`src/hdl/srsg_pkg.sv`:
```
// shared types and constants for the stepper ramp step generator
// used by every module of the block; depends on nothing
package srsg_pkg;

    localparam int unsigned TICK_RATE_DEF        = 8000;
    localparam int unsigned CONTROL_PRESCALE_DEF = 7;

    localparam int POS_W      = 32;
    localparam int GAIN_W     = 16;
    localparam int RATE_W     = 20;
    localparam int HDIST_W    = 31;
    localparam int PERIOD_W   = 14;
    localparam int CNT_W      = 16;
    localparam int TICK_W     = 16;
    localparam int DIV_CNT_W  = 4;
    localparam int CFG_ADDR_W = 3;
    localparam int CFG_DATA_W = 31;
    localparam int IN_DATA_W  = 40;
    localparam int IN_USER_W  = 2;
    localparam int OUT_DATA_W = 40;

    localparam logic [PERIOD_W-1:0] PERIOD_MAX = '1;

    typedef enum logic [1:0] {
        OP_TICK   = 2'd0,
        OP_TARGET = 2'd1,
        OP_HOME   = 2'd2,
        OP_POWER  = 2'd3
    } t_op;

    typedef enum logic [1:0] {
        MV_NONE  = 2'd0,
        MV_PLUS  = 2'd1,
        MV_MINUS = 2'd3
    } t_move;

    typedef enum logic [1:0] {
        HS_OFF    = 2'd0,
        HS_SEARCH = 2'd1,
        HS_FOUND  = 2'd2,
        HS_ON     = 2'd3
    } t_home;

    typedef enum logic [CFG_ADDR_W-1:0] {
        REG_ACCEL_GAIN = 3'd0,
        REG_DECEL_GAIN = 3'd1,
        REG_MAX_RATE   = 3'd2,
        REG_MIN_RATE   = 3'd3,
        REG_HOME_DIST  = 3'd4
    } t_reg;

    typedef enum logic [3:0] {
        ST_IDLE,
        ST_DECODE,
        ST_MUL_DEC,
        ST_MUL_ACC,
        ST_RATE,
        ST_DIV,
        ST_PERIOD,
        ST_EXEC,
        ST_POST
    } t_state;

    typedef struct packed {
        logic load;
        logic mul_dec;
        logic mul_acc;
        logic rate;
        logic div_step;
        logic period;
        logic exec;
        logic post;
    } t_cmd;

    typedef struct packed {
        logic is_tick;
        logic ctrl_due;
        logic div_last;
        logic out_free;
    } t_status;

endpackage

```
`src/hdl/srsg_ctrl.sv`:
```
// sequencing state machine of the stepper ramp step generator
// depends on srsg_pkg; drives the datapath through t_cmd, reads t_status
module srsg_ctrl
    import srsg_pkg::*;
(
    input  logic    i_clk,
    input  logic    i_rst_n,
    input  logic    i_in_valid,
    input  t_status i_status,
    output logic    o_in_ready,
    output t_cmd    o_cmd
);

    t_state r_state;
    t_state n_state;

    always_ff @(posedge i_clk) begin
        if (!i_rst_n) begin
            r_state <= ST_IDLE;
        end else begin
            r_state <= n_state;
        end
    end

    always_comb begin
        n_state    = r_state;
        o_cmd      = '0;
        o_in_ready = 1'b0;
        case (r_state)
            ST_IDLE: begin
                o_in_ready = 1'b1;
                if (i_in_valid) begin
                    o_cmd.load = 1'b1;
                    n_state    = ST_DECODE;
                end
            end
            ST_DECODE: begin
                if (i_status.is_tick && i_status.ctrl_due) begin
                    n_state = ST_MUL_DEC;
                end else begin
                    n_state = ST_EXEC;
                end
            end
            ST_MUL_DEC: begin
                o_cmd.mul_dec = 1'b1;
                n_state       = ST_MUL_ACC;
            end
            ST_MUL_ACC: begin
                o_cmd.mul_acc = 1'b1;
                n_state       = ST_RATE;
            end
            ST_RATE: begin
                o_cmd.rate = 1'b1;
                n_state    = ST_DIV;
            end
            ST_DIV: begin
                o_cmd.div_step = 1'b1;
                if (i_status.div_last) begin
                    n_state = ST_PERIOD;
                end
            end
            ST_PERIOD: begin
                o_cmd.period = 1'b1;
                n_state      = ST_EXEC;
            end
            ST_EXEC: begin
                o_cmd.exec = 1'b1;
                n_state    = ST_POST;
            end
            ST_POST: begin
                if (i_status.out_free) begin
                    o_cmd.post = 1'b1;
                    n_state    = ST_IDLE;
                end
            end
            default: begin
                n_state = ST_IDLE;
            end
        endcase
    end

endmodule

```
`src/hdl/srsg_div.sv`:
```
// restoring divider, one quotient bit per step, for tick rate over step rate
// depends on srsg_pkg; used by srsg_dp
module srsg_div
    import srsg_pkg::*;
(
    input  logic              i_clk,
    input  logic              i_rst_n,
    input  logic              i_init,
    input  logic              i_step,
    input  logic [TICK_W-1:0] i_dividend,
    input  logic [RATE_W-1:0] i_divisor,
    output logic [TICK_W-1:0] o_quotient,
    output logic              o_last
);

    logic [TICK_W-1:0]    r_quo;
    logic [RATE_W-1:0]    r_rem;
    logic [DIV_CNT_W-1:0] r_cnt;
    logic [RATE_W:0]      rem_sh;
    logic [RATE_W:0]      rem_sub;
    logic                 fits;

    assign rem_sh  = {r_rem, r_quo[TICK_W-1]};
    assign fits    = rem_sh >= {1'b0, i_divisor};
    assign rem_sub = rem_sh - {1'b0, i_divisor};

    always_ff @(posedge i_clk) begin
        if (!i_rst_n) begin
            r_cnt <= '0;
        end else if (i_init) begin
            r_cnt <= '0;
        end else if (i_step) begin
            r_cnt <= r_cnt + 1'b1;
        end
    end

    always_ff @(posedge i_clk) begin
        if (i_init) begin
            r_quo <= i_dividend;
            r_rem <= '0;
        end else if (i_step) begin
            r_quo <= {r_quo[TICK_W-2:0], fits};
            r_rem <= fits ? rem_sub[RATE_W-1:0] : rem_sh[RATE_W-1:0];
        end
    end

    assign o_quotient = r_quo;
    assign o_last     = r_cnt == DIV_CNT_W'(TICK_W - 1);

endmodule

```
`src/hdl/srsg_dp.sv`:
```
// datapath: configuration, motion state, shared multiplier, rate clamp, output register
// depends on srsg_pkg and srsg_div; controlled by srsg_ctrl
module srsg_dp
    import srsg_pkg::*;
#(
    parameter int unsigned TICK_RATE        = TICK_RATE_DEF,
    parameter int unsigned CONTROL_PRESCALE = CONTROL_PRESCALE_DEF
) (
    input  logic                  i_clk,
    input  logic                  i_rst_n,
    input  logic                  i_cfg_we,
    input  logic [CFG_ADDR_W-1:0] i_cfg_addr,
    input  logic [CFG_DATA_W-1:0] i_cfg_data,
    input  logic [IN_DATA_W-1:0]  i_in_data,
    input  logic [IN_USER_W-1:0]  i_in_user,
    input  logic                  i_out_ready,
    input  t_cmd                  i_cmd,
    output t_status               o_status,
    output logic                  o_out_valid,
    output logic [OUT_DATA_W-1:0] o_out_data
);

    localparam logic [TICK_W-1:0] TICK_VAL  = TICK_W'(TICK_RATE);
    localparam logic [CNT_W-1:0]  PRESC_VAL = CNT_W'(CONTROL_PRESCALE);

    logic [GAIN_W-1:0]  r_accel_gain;
    logic [GAIN_W-1:0]  r_decel_gain;
    logic [RATE_W-1:0]  r_max_rate;
    logic [RATE_W-1:0]  r_min_rate;
    logic [HDIST_W-1:0] r_home_dist;

    t_op                r_op;
    logic [POS_W-1:0]   r_tgt;
    logic               r_hdir;
    logic               r_pwr;
    logic               r_sw;

    logic [POS_W-1:0]    r_cur;
    logic [POS_W-1:0]    r_tar;
    logic [POS_W-1:0]    r_rest;
    t_move               r_move_dir;
    logic [PERIOD_W-1:0] r_step_period;
    logic [CNT_W-1:0]    r_step_count;
    logic [CNT_W-1:0]    r_control_count;
    t_home               r_homing;
    logic                r_power_dis;
    logic                r_dir_pin;
    logic                r_pulse;

    logic [POS_W-1:0]  r_tv;
    logic [POS_W-1:0]  r_ov;
    logic [RATE_W-1:0] r_rate;

    logic                  r_out_valid;
    logic [OUT_DATA_W-1:0] r_out_data;

    logic [GAIN_W-1:0]       mul_gain;
    logic [POS_W-1:0]        mul_dist;
    logic [GAIN_W+POS_W-1:0] mul_full;

    logic [POS_W-1:0]  dec_rate;
    logic [POS_W-1:0]  acc_rate;
    logic [POS_W-1:0]  rate_min;
    logic [POS_W-1:0]  rate_hi;
    logic [POS_W-1:0]  rate_lo;
    t_move             dir_sel;

    logic [TICK_W-1:0] quotient;
    logic              div_last;

    logic [POS_W-1:0]  home_tar;

    logic              moving;
    logic [POS_W-1:0]  post_cur;
    logic [POS_W-1:0]  post_tar;
    t_home             post_home;
    logic              out_free;

    // configuration
    always_ff @(posedge i_clk) begin
        if (!i_rst_n) begin
            r_accel_gain <= '0;
            r_decel_gain <= '0;
            r_max_rate   <= RATE_W'(1);
            r_min_rate   <= RATE_W'(1);
            r_home_dist  <= '0;
        end else if (i_cfg_we) begin
            case (t_reg'(i_cfg_addr))
                REG_ACCEL_GAIN: r_accel_gain <= i_cfg_data[GAIN_W-1:0];
                REG_DECEL_GAIN: r_decel_gain <= i_cfg_data[GAIN_W-1:0];
                REG_MAX_RATE:   r_max_rate   <= i_cfg_data[RATE_W-1:0];
                REG_MIN_RATE:   r_min_rate   <= i_cfg_data[RATE_W-1:0];
                REG_HOME_DIST:  r_home_dist  <= i_cfg_data[HDIST_W-1:0];
                default: ;
            endcase
        end
    end

    // item capture
    always_ff @(posedge i_clk) begin
        if (i_cmd.load) begin
            r_op   <= t_op'(i_in_user);
            r_tgt  <= i_in_data[POS_W-1:0];
            r_hdir <= i_in_data[POS_W];
            r_pwr  <= i_in_data[POS_W+1];
            r_sw   <= i_in_data[POS_W+2];
        end
    end

    // shared multiplier, product wraps at the position width
    assign mul_gain = i_cmd.mul_dec ? r_decel_gain : r_accel_gain;
    assign mul_dist = i_cmd.mul_dec ? (r_tar - r_cur) : (r_cur - r_rest);
    assign mul_full = mul_gain * mul_dist;

    always_ff @(posedge i_clk) begin
        if (i_cmd.mul_dec) begin
            r_tv <= mul_full[POS_W-1:0];
        end
        if (i_cmd.mul_acc) begin
            r_ov <= mul_full[POS_W-1:0];
        end
    end

    // direction, smaller rate, clamps
    always_comb begin
        if (r_tv == '0) begin
            dir_sel  = MV_NONE;
            dec_rate = '0;
            acc_rate = '0;
        end else if (!r_tv[POS_W-1]) begin
            dir_sel  = MV_PLUS;
            dec_rate = r_tv;
            acc_rate = r_ov;
        end else begin
            dir_sel  = MV_MINUS;
            dec_rate = -r_tv;
            acc_rate = -r_ov;
        end
        rate_min = (dec_rate < acc_rate) ? dec_rate : acc_rate;
        rate_hi  = (rate_min > POS_W'(r_max_rate)) ? POS_W'(r_max_rate) : rate_min;
        rate_lo  = (rate_hi < POS_W'(r_min_rate)) ? POS_W'(r_min_rate) : rate_hi;
    end

    always_ff @(posedge i_clk) begin
        if (i_cmd.rate) begin
            r_rate <= rate_lo[RATE_W-1:0];
        end
    end

    srsg_div u_div (
        .i_clk      (i_clk),
        .i_rst_n    (i_rst_n),
        .i_init     (i_cmd.rate),
        .i_step     (i_cmd.div_step),
        .i_dividend (TICK_VAL),
        .i_divisor  (r_rate),
        .o_quotient (quotient),
        .o_last     (div_last)
    );

    assign home_tar = r_hdir ? {1'b0, r_home_dist} : -{1'b0, r_home_dist};

    // end of item: position indicator and homing progress
    always_comb begin
        post_cur  = r_cur;
        post_tar  = r_tar;
        post_home = r_homing;
        moving    = r_cur != r_tar;
        if (!moving && r_homing == HS_FOUND) begin
            post_home = HS_ON;
            post_cur  = '0;
            post_tar  = '0;
        end
        if (post_home == HS_SEARCH && r_sw) begin
            post_tar  = post_cur;
            post_home = HS_FOUND;
        end
    end

    assign out_free = !r_out_valid || i_out_ready;

    // motion state
    always_ff @(posedge i_clk) begin
        if (!i_rst_n) begin
            r_cur           <= '0;
            r_tar           <= '0;
            r_rest          <= '0;
            r_move_dir      <= MV_NONE;
            r_step_period   <= '0;
            r_step_count    <= '0;
            r_control_count <= '0;
            r_homing        <= HS_OFF;
            r_power_dis     <= 1'b1;
            r_dir_pin       <= 1'b0;
            r_pulse         <= 1'b0;
        end else begin
            if (i_cmd.load) begin
                r_pulse <= 1'b0;
            end
            if (i_cmd.rate) begin
                r_move_dir <= dir_sel;
            end
            if (i_cmd.period) begin
                r_step_period <= (quotient > TICK_W'(PERIOD_MAX)) ? PERIOD_MAX
                                                                  : quotient[PERIOD_W-1:0];
            end
            if (i_cmd.exec) begin
                case (r_op)
                    OP_TARGET: begin
                        r_tar    <= r_tgt;
                        r_homing <= HS_OFF;
                    end
                    OP_HOME: begin
                        r_tar    <= home_tar;
                        r_homing <= HS_SEARCH;
                    end
                    OP_POWER: begin
                        r_cur       <= '0;
                        r_tar       <= '0;
                        r_rest      <= '0;
                        r_homing    <= HS_OFF;
                        r_power_dis <= !r_pwr;
                    end
                    default: begin
                        if (r_control_count >= PRESC_VAL) begin
                            r_control_count <= '0;
                        end else begin
                            r_control_count <= r_control_count + 1'b1;
                        end
                        if (r_step_count >= CNT_W'(r_step_period)) begin
                            r_step_count <= '0;
                            if (r_move_dir == MV_PLUS) begin
                                r_dir_pin <= 1'b0;
                                r_cur     <= r_cur + 1'b1;
                                r_pulse   <= 1'b1;
                            end else if (r_move_dir == MV_MINUS) begin
                                r_dir_pin <= 1'b1;
                                r_cur     <= r_cur - 1'b1;
                                r_pulse   <= 1'b1;
                            end
                        end else begin
                            r_step_count <= r_step_count + 1'b1;
                        end
                    end
                endcase
            end
            if (i_cmd.post) begin
                r_cur    <= post_cur;
                r_tar    <= post_tar;
                r_homing <= post_home;
                if (!moving) begin
                    r_rest <= post_cur;
                end
            end
        end
    end

    // output register
    always_ff @(posedge i_clk) begin
        if (!i_rst_n) begin
            r_out_valid <= 1'b0;
        end else if (i_cmd.post) begin
            r_out_valid <= 1'b1;
        end else if (i_out_ready) begin
            r_out_valid <= 1'b0;
        end
    end

    always_ff @(posedge i_clk) begin
        if (i_cmd.post) begin
            r_out_data <= {(OUT_DATA_W - POS_W - 5)'(0), post_cur, r_power_dis,
                           post_home == HS_ON, moving, r_dir_pin, r_pulse};
        end
    end

    assign o_status.is_tick  = r_op == OP_TICK;
    assign o_status.ctrl_due = r_control_count >= PRESC_VAL;
    assign o_status.div_last = div_last;
    assign o_status.out_free = out_free;

    assign o_out_valid = r_out_valid;
    assign o_out_data  = r_out_data;

endmodule

```
`src/hdl/stepper_ramp_step_generator.sv`:
```
// Tick-driven stepper position controller with step/direction outputs and a
// distance-based rate ramp. One item is handled at a time: a command or a plain
// tick goes from acceptance through decode, execute and post to the result
// register; a tick that runs the control update (every CONTROL_PRESCALE+1 ticks)
// also makes two passes through the shared multiplier and runs the 16-step
// restoring divider that forms TICK_RATE over the clamped rate. The next item is
// taken in the cycle after the current one has been written to the result
// register; a waiting result holds the block in its final step until it is
// taken.
// top level: depends on srsg_pkg, srsg_ctrl, srsg_dp, srsg_div
module stepper_ramp_step_generator
    import srsg_pkg::*;
#(
    parameter int unsigned TICK_RATE        = TICK_RATE_DEF,
    parameter int unsigned CONTROL_PRESCALE = CONTROL_PRESCALE_DEF
) (
    input  logic                  i_clk,
    input  logic                  i_rst_n,
    input  logic                  i_cfg_we,
    input  logic [CFG_ADDR_W-1:0] i_cfg_addr,
    input  logic [CFG_DATA_W-1:0] i_cfg_data,
    input  logic                  s_axis_tvalid,
    output logic                  s_axis_tready,
    // target_pos[31:0], home_dir[32], power_on[33], home_switch[34], zero fill
    input  logic [IN_DATA_W-1:0]  s_axis_tdata,
    // op[1:0]
    input  logic [IN_USER_W-1:0]  s_axis_tuser,
    output logic                  m_axis_tvalid,
    input  logic                  m_axis_tready,
    // step_pulse[0], direction[1], moving[2], homed[3], enable_n[4],
    // current_pos[36:5], zero fill
    output logic [OUT_DATA_W-1:0] m_axis_tdata
);

    t_cmd    cmd;
    t_status status;

    srsg_ctrl u_ctrl (
        .i_clk      (i_clk),
        .i_rst_n    (i_rst_n),
        .i_in_valid (s_axis_tvalid),
        .i_status   (status),
        .o_in_ready (s_axis_tready),
        .o_cmd      (cmd)
    );

    srsg_dp #(
        .TICK_RATE        (TICK_RATE),
        .CONTROL_PRESCALE (CONTROL_PRESCALE)
    ) u_dp (
        .i_clk       (i_clk),
        .i_rst_n     (i_rst_n),
        .i_cfg_we    (i_cfg_we),
        .i_cfg_addr  (i_cfg_addr),
        .i_cfg_data  (i_cfg_data),
        .i_in_data   (s_axis_tdata),
        .i_in_user   (s_axis_tuser),
        .i_out_ready (m_axis_tready),
        .i_cmd       (cmd),
        .o_status    (status),
        .o_out_valid (m_axis_tvalid),
        .o_out_data  (m_axis_tdata)
    );

endmodule

```
`config.mk`:
```
export PLATFORM = sky130hd
export DESIGN_NAME = stepper_ramp_step_generator
export DESIGN_NICKNAME = d
export VERILOG_FILES = /design/src/hdl/srsg_pkg.sv /design/src/hdl/srsg_ctrl.sv /design/src/hdl/srsg_div.sv /design/src/hdl/srsg_dp.sv /design/src/hdl/stepper_ramp_step_generator.sv
export SDC_FILE = /design/constraint.sdc
export NUM_CORES = 2
export LEC_CHECK = 0
export BUFFER_PORTS_ARGS = -buffer_cell sky130_fd_sc_hd__buf_2
export CORE_UTILIZATION = 35
export CTS_CLUSTER_SIZE = 28
export DETAILED_ROUTE_END_ITERATION = 10
export GPL_TIMING_DRIVEN = 0
export SYNTH_ARGS = -nofsm -noshare
export SYNTH_HDL_FRONTEND = slang
export SYNTH_SLANG_ARGS = --single-unit
```
`constraint.sdc`:
```
create_clock -name i_clk -period 19.6 [get_ports i_clk]
set_input_delay 1.96 -clock i_clk [delete_from_list [all_inputs] [get_ports i_clk]]
set_output_delay 1.96 -clock i_clk [all_outputs]
set_load 0.05 [all_outputs]
```
==> key figures <==
Synth
  • Asr flop ratio synth: 0%
  • Seq/Total Area, Yosys: ~27%
  • Number of flops mapped to enable cells by yosys: approximately 160
  • Synth Register Bits: approximately 460
  • Syn Std Cell Area: around 39000 sq um
  • Post-Synthesis Cells: about 4600
  • Syn Area/Cell: roughly 8.6 sq um
  • Post-synth cell types: 93
  • Synth warn: 0
  • Main synth FF type: dfxtp_1

Critical path
  • Setup CP Type: flop to flop
  • CP arrival: approximately 13 ns
  • CP max stage cell: clkbuf_1
  • Worst Setup Start Kind: flop
  • Critical path peak fanout: 10
  • Crit end category: flop
  • WP data required: 19.88 ns
  • Crit path largest cell delay: between 0.6 and 0.7 ns
  • Most common cell on crit path: fa_1

STA
  • Final worst setup slack: ~6.7 ns
  • Fmax: a little under 80 MHz
  • Hold Vio Cnt, Final: 0
  • Final period util: 65.7%
  • RSZ-0062 raised after global routing: no
  • Crit path time final: between 10 and 15 ns
  • Final setup violation count: 0
  • Slew of the pin with the lowest slew margin: approximately 1.5 ns
  • Clk_skew: roughly 0.035 ns
  • Setup TNS: 0 ns
  • Slew Limit Fails: 10
  • Slew margin rel.: -3.26%

GRT
  • Largest net degree at the start of global routing: 35
  • Initial antenna violation count: 2
  • GRT overflow: 0
  • First-pass GRT wire length: 189 mm
  • Number of global-route vias before repair: 32400
  • Gr usage total: a little over a fifth

Run status
  • Status: finished with violations
  • Failing checks: capacitance limit, slew limit

Final layout
  • Share of cells above drive strength 1: 6.69%
  • Area Overhead vs Synth: 11.1%
  • Fill cells: between 10000 and 15000
  • Nets: roughly 5400

Clock network
  • Clock buffer count from CTS: 51
  • CTS tree: done
  • CTS Root Cell: clkbuf_16
  • Worst-Skew Late Latency: about 0.62 ns
  • Clock sink total: 455
  • Post-CTS Resized: 0
  • Reg clk slew, reported paths: around 0.06 ns
  • Hold-fix buffers, CTS: 0
  • Clock tree buffer depth: 3
  • H-Tree Depth: 2
  • Postcts setup bufs: 0

Route
  • Vias per inst: between 5 and 6
  • Routed wire length: 122 mm
  • Vias: roughly 33000
  • Number of remaining DRC errors: 0
  • 1st-iter DRT viols: just under 3000
  • ANT nets after route: 0
  • DRT Pass-1 Iters: 5
  • Wirelength per Cell: just under 20 microns

Placement
  • Final GP Congestion: around 0.95
  • DP HPWL: 98.5 mm
  • Number of port buffers: 114
  • Setup WS pre-CTS: slightly below 7 ns

Floorplanning
  • Die width: approximately 340 microns
  • FP Rows: ~120
  • Die area: about 110000 sq um
  • Initial core utilization: 35.2%
  • # IOs: around 120
  • Core footprint: between 100000 and 150000 sq um
  • Die Span Y: 336 microns

Min path
  • Hold Path Class: flop to flop

Flow run
  • Max_cap viols: 1

Power
  • Leak: roughly 17 nW
  • PD cells: between 70 and 80 nW/um^2
  • Maximum VDD drop: approximately 0.074 mV
## where the power goes
group | internal [mW] | switching (mW)
combinational | 0.385 | 0.656
clock | 0.578 | 0.425
sequential | 1.06 | 0.0687
## area by class of cell
type | instances | area, sq um | area share [%]
Antenna cell | 1 | 2.50 | 0.00578
Buffer | 188 | 779 | 1.80
Clock buffer | 62 | 1390 | 3.21
Clock inverter | 34 | 374 | 0.865
Inverter | 552 | 2070 | 4.79
Multi-Input combinational cell | 3361 | 25400 | 58.8
Sequential cell | 455 | 10700 | 24.7
Tap cell | 1488 | 1860 | 4.30
Timing Repair Buffer | 119 | 656 | 1.52
## synthesized netlist by cell type, types with 8 or more instances
master,count,share of area (%)
mux2_2,22,0.64
and3_1,25,0.40
mux2i_1,41,1.1
a31oi_1,22,0.35
or2_2,12,0.19
edfxtp_1,158,12
or4_1,12,0.23
clkbuf_1,163,1.6
o21a_1,65,1.3
nor4_1,18,0.29
nand3_1,81,1.0
a211oi_1,43,0.83
nand4_1,43,0.69
o221ai_1,34,0.76
inv_1,551,5.3
nor2b_1,38,0.61
o31ai_1,26,0.50
mux2_4,19,0.73
ha_1,271,8.7
nor3_1,35,0.45
nand2b_1,40,0.64
a22oi_1,60,1.2
o221a_2,14,0.40
nor3b_1,8,0.15
and2_1,31,0.50
o21bai_1,17,0.33
nand2_1,733,7.1
a21oi_1,282,3.6
buf_1,14,0.13
a21o_1,96,1.9
o21ai_0,155,2.0
o211ai_1,8,0.15
dfxtp_1,297,15
xor2_1,86,1.9
fa_1,308,16
nor2_1,403,3.9
or3_1,22,0.35
xnor2_1,159,3.6
## routing by layer
metal	track usage, %	share of wire, %
met5	0	0
met4	6.37	2.9
met3	3.48	7.1
met2	34.4	44
met1	30.1	46
## worst max-delay path, delay by kind of cell (launching register included)
kind | cells | cell delay (ns)
buf+inv | 12 | 4.63
simple gates | 4 | 0.81
compound gates | 10 | 2.62
flops | 1 | 0.30
fa+ha+maj | 7 | 3.37
xor+xnor | 2 | 0.76
## cells by family (layout without fill, tap and decap cells)
logic type | Yosys count | in the layout | synth area share (%)
AO/OA/AOI/OAI | 918 | 918 | 15.4
XOR/XNOR | 248 | 248 | 5.68
adder cells (fa/ha/maj) | 579 | 579 | 24.5
buffers and inverters | 740 | 955 | 7.31
flip-flops | 455 | 455 | 27.4
multiplexers | 83 | 83 | 2.45
other | 1 | 4 | 0.00963
AND/OR/NAND/NOR | 1530 | 1530 | 17.2
## placed cells by master (no fill, tap or decap), drive strengths merged, types with 43 or more instances in the layout
| cell | instances |
|---|---|
| nand4 | 43 |
| xnor2 | 159 |
| clkbuf | 226 |
| inv | 557 |
| buf | 143 |
| a211oi | 44 |
| nand3 | 81 |
| ha | 271 |
| edfxtp | 158 |
| dfxtp | 297 |
| a22oi | 60 |
| fa | 308 |
| xor2 | 86 |
| o21ai | 161 |
| nand2 | 733 |
| nor2 | 403 |
| a21o | 96 |
| a21oi | 282 |
| o21a | 65 |
## per-stage QoR
step	util, %	instances	total power [mW]	cell area [sq um]	hold slack [ns]
after global placement	37.5	6158	2.16	41400	0.420
after floorplan	-	4556	1.85	39000	0.408
after detailed placement	37.5	6163	2.17	41500	0.438
after CTS	39.1	6259	3.18	43300	0.440
final	39.2	6260	3.18	43300	0.442
after global routing	39.2	6259	3.34	43300	0.464
## flip-flops by register name, summed over array words and instances, names as in the netlist, 31 cells and up
| register | count |
|---|---|
| u_dp.r_cur | 32 |
| u_dp.r_tar | 32 |
| u_dp.r_home_dist | 31 |
| u_dp.r_rest | 32 |
| u_dp.o_out_data | 37 |
| u_dp.r_ov | 32 |
| u_dp.r_tv | 32 |
| u_dp.r_tgt | 32 |
## path summary, 6_finish.rpt
check,start,endpoint,slack (ns),depth (start not counted)
worst max-delay path,u_ctrl.r_state[2],u_dp.r_tv[31],6.71,35
worst min-delay path,u_dp.r_power_dis,u_dp.o_out_data[4],0.44,0
worst max register to register,u_ctrl.r_state[2],u_dp.r_tv[31],6.71,35
worst min register to register,u_dp.r_power_dis,u_dp.o_out_data[4],0.44,0
Note: power is estimated with default switching activity, not from simulation.
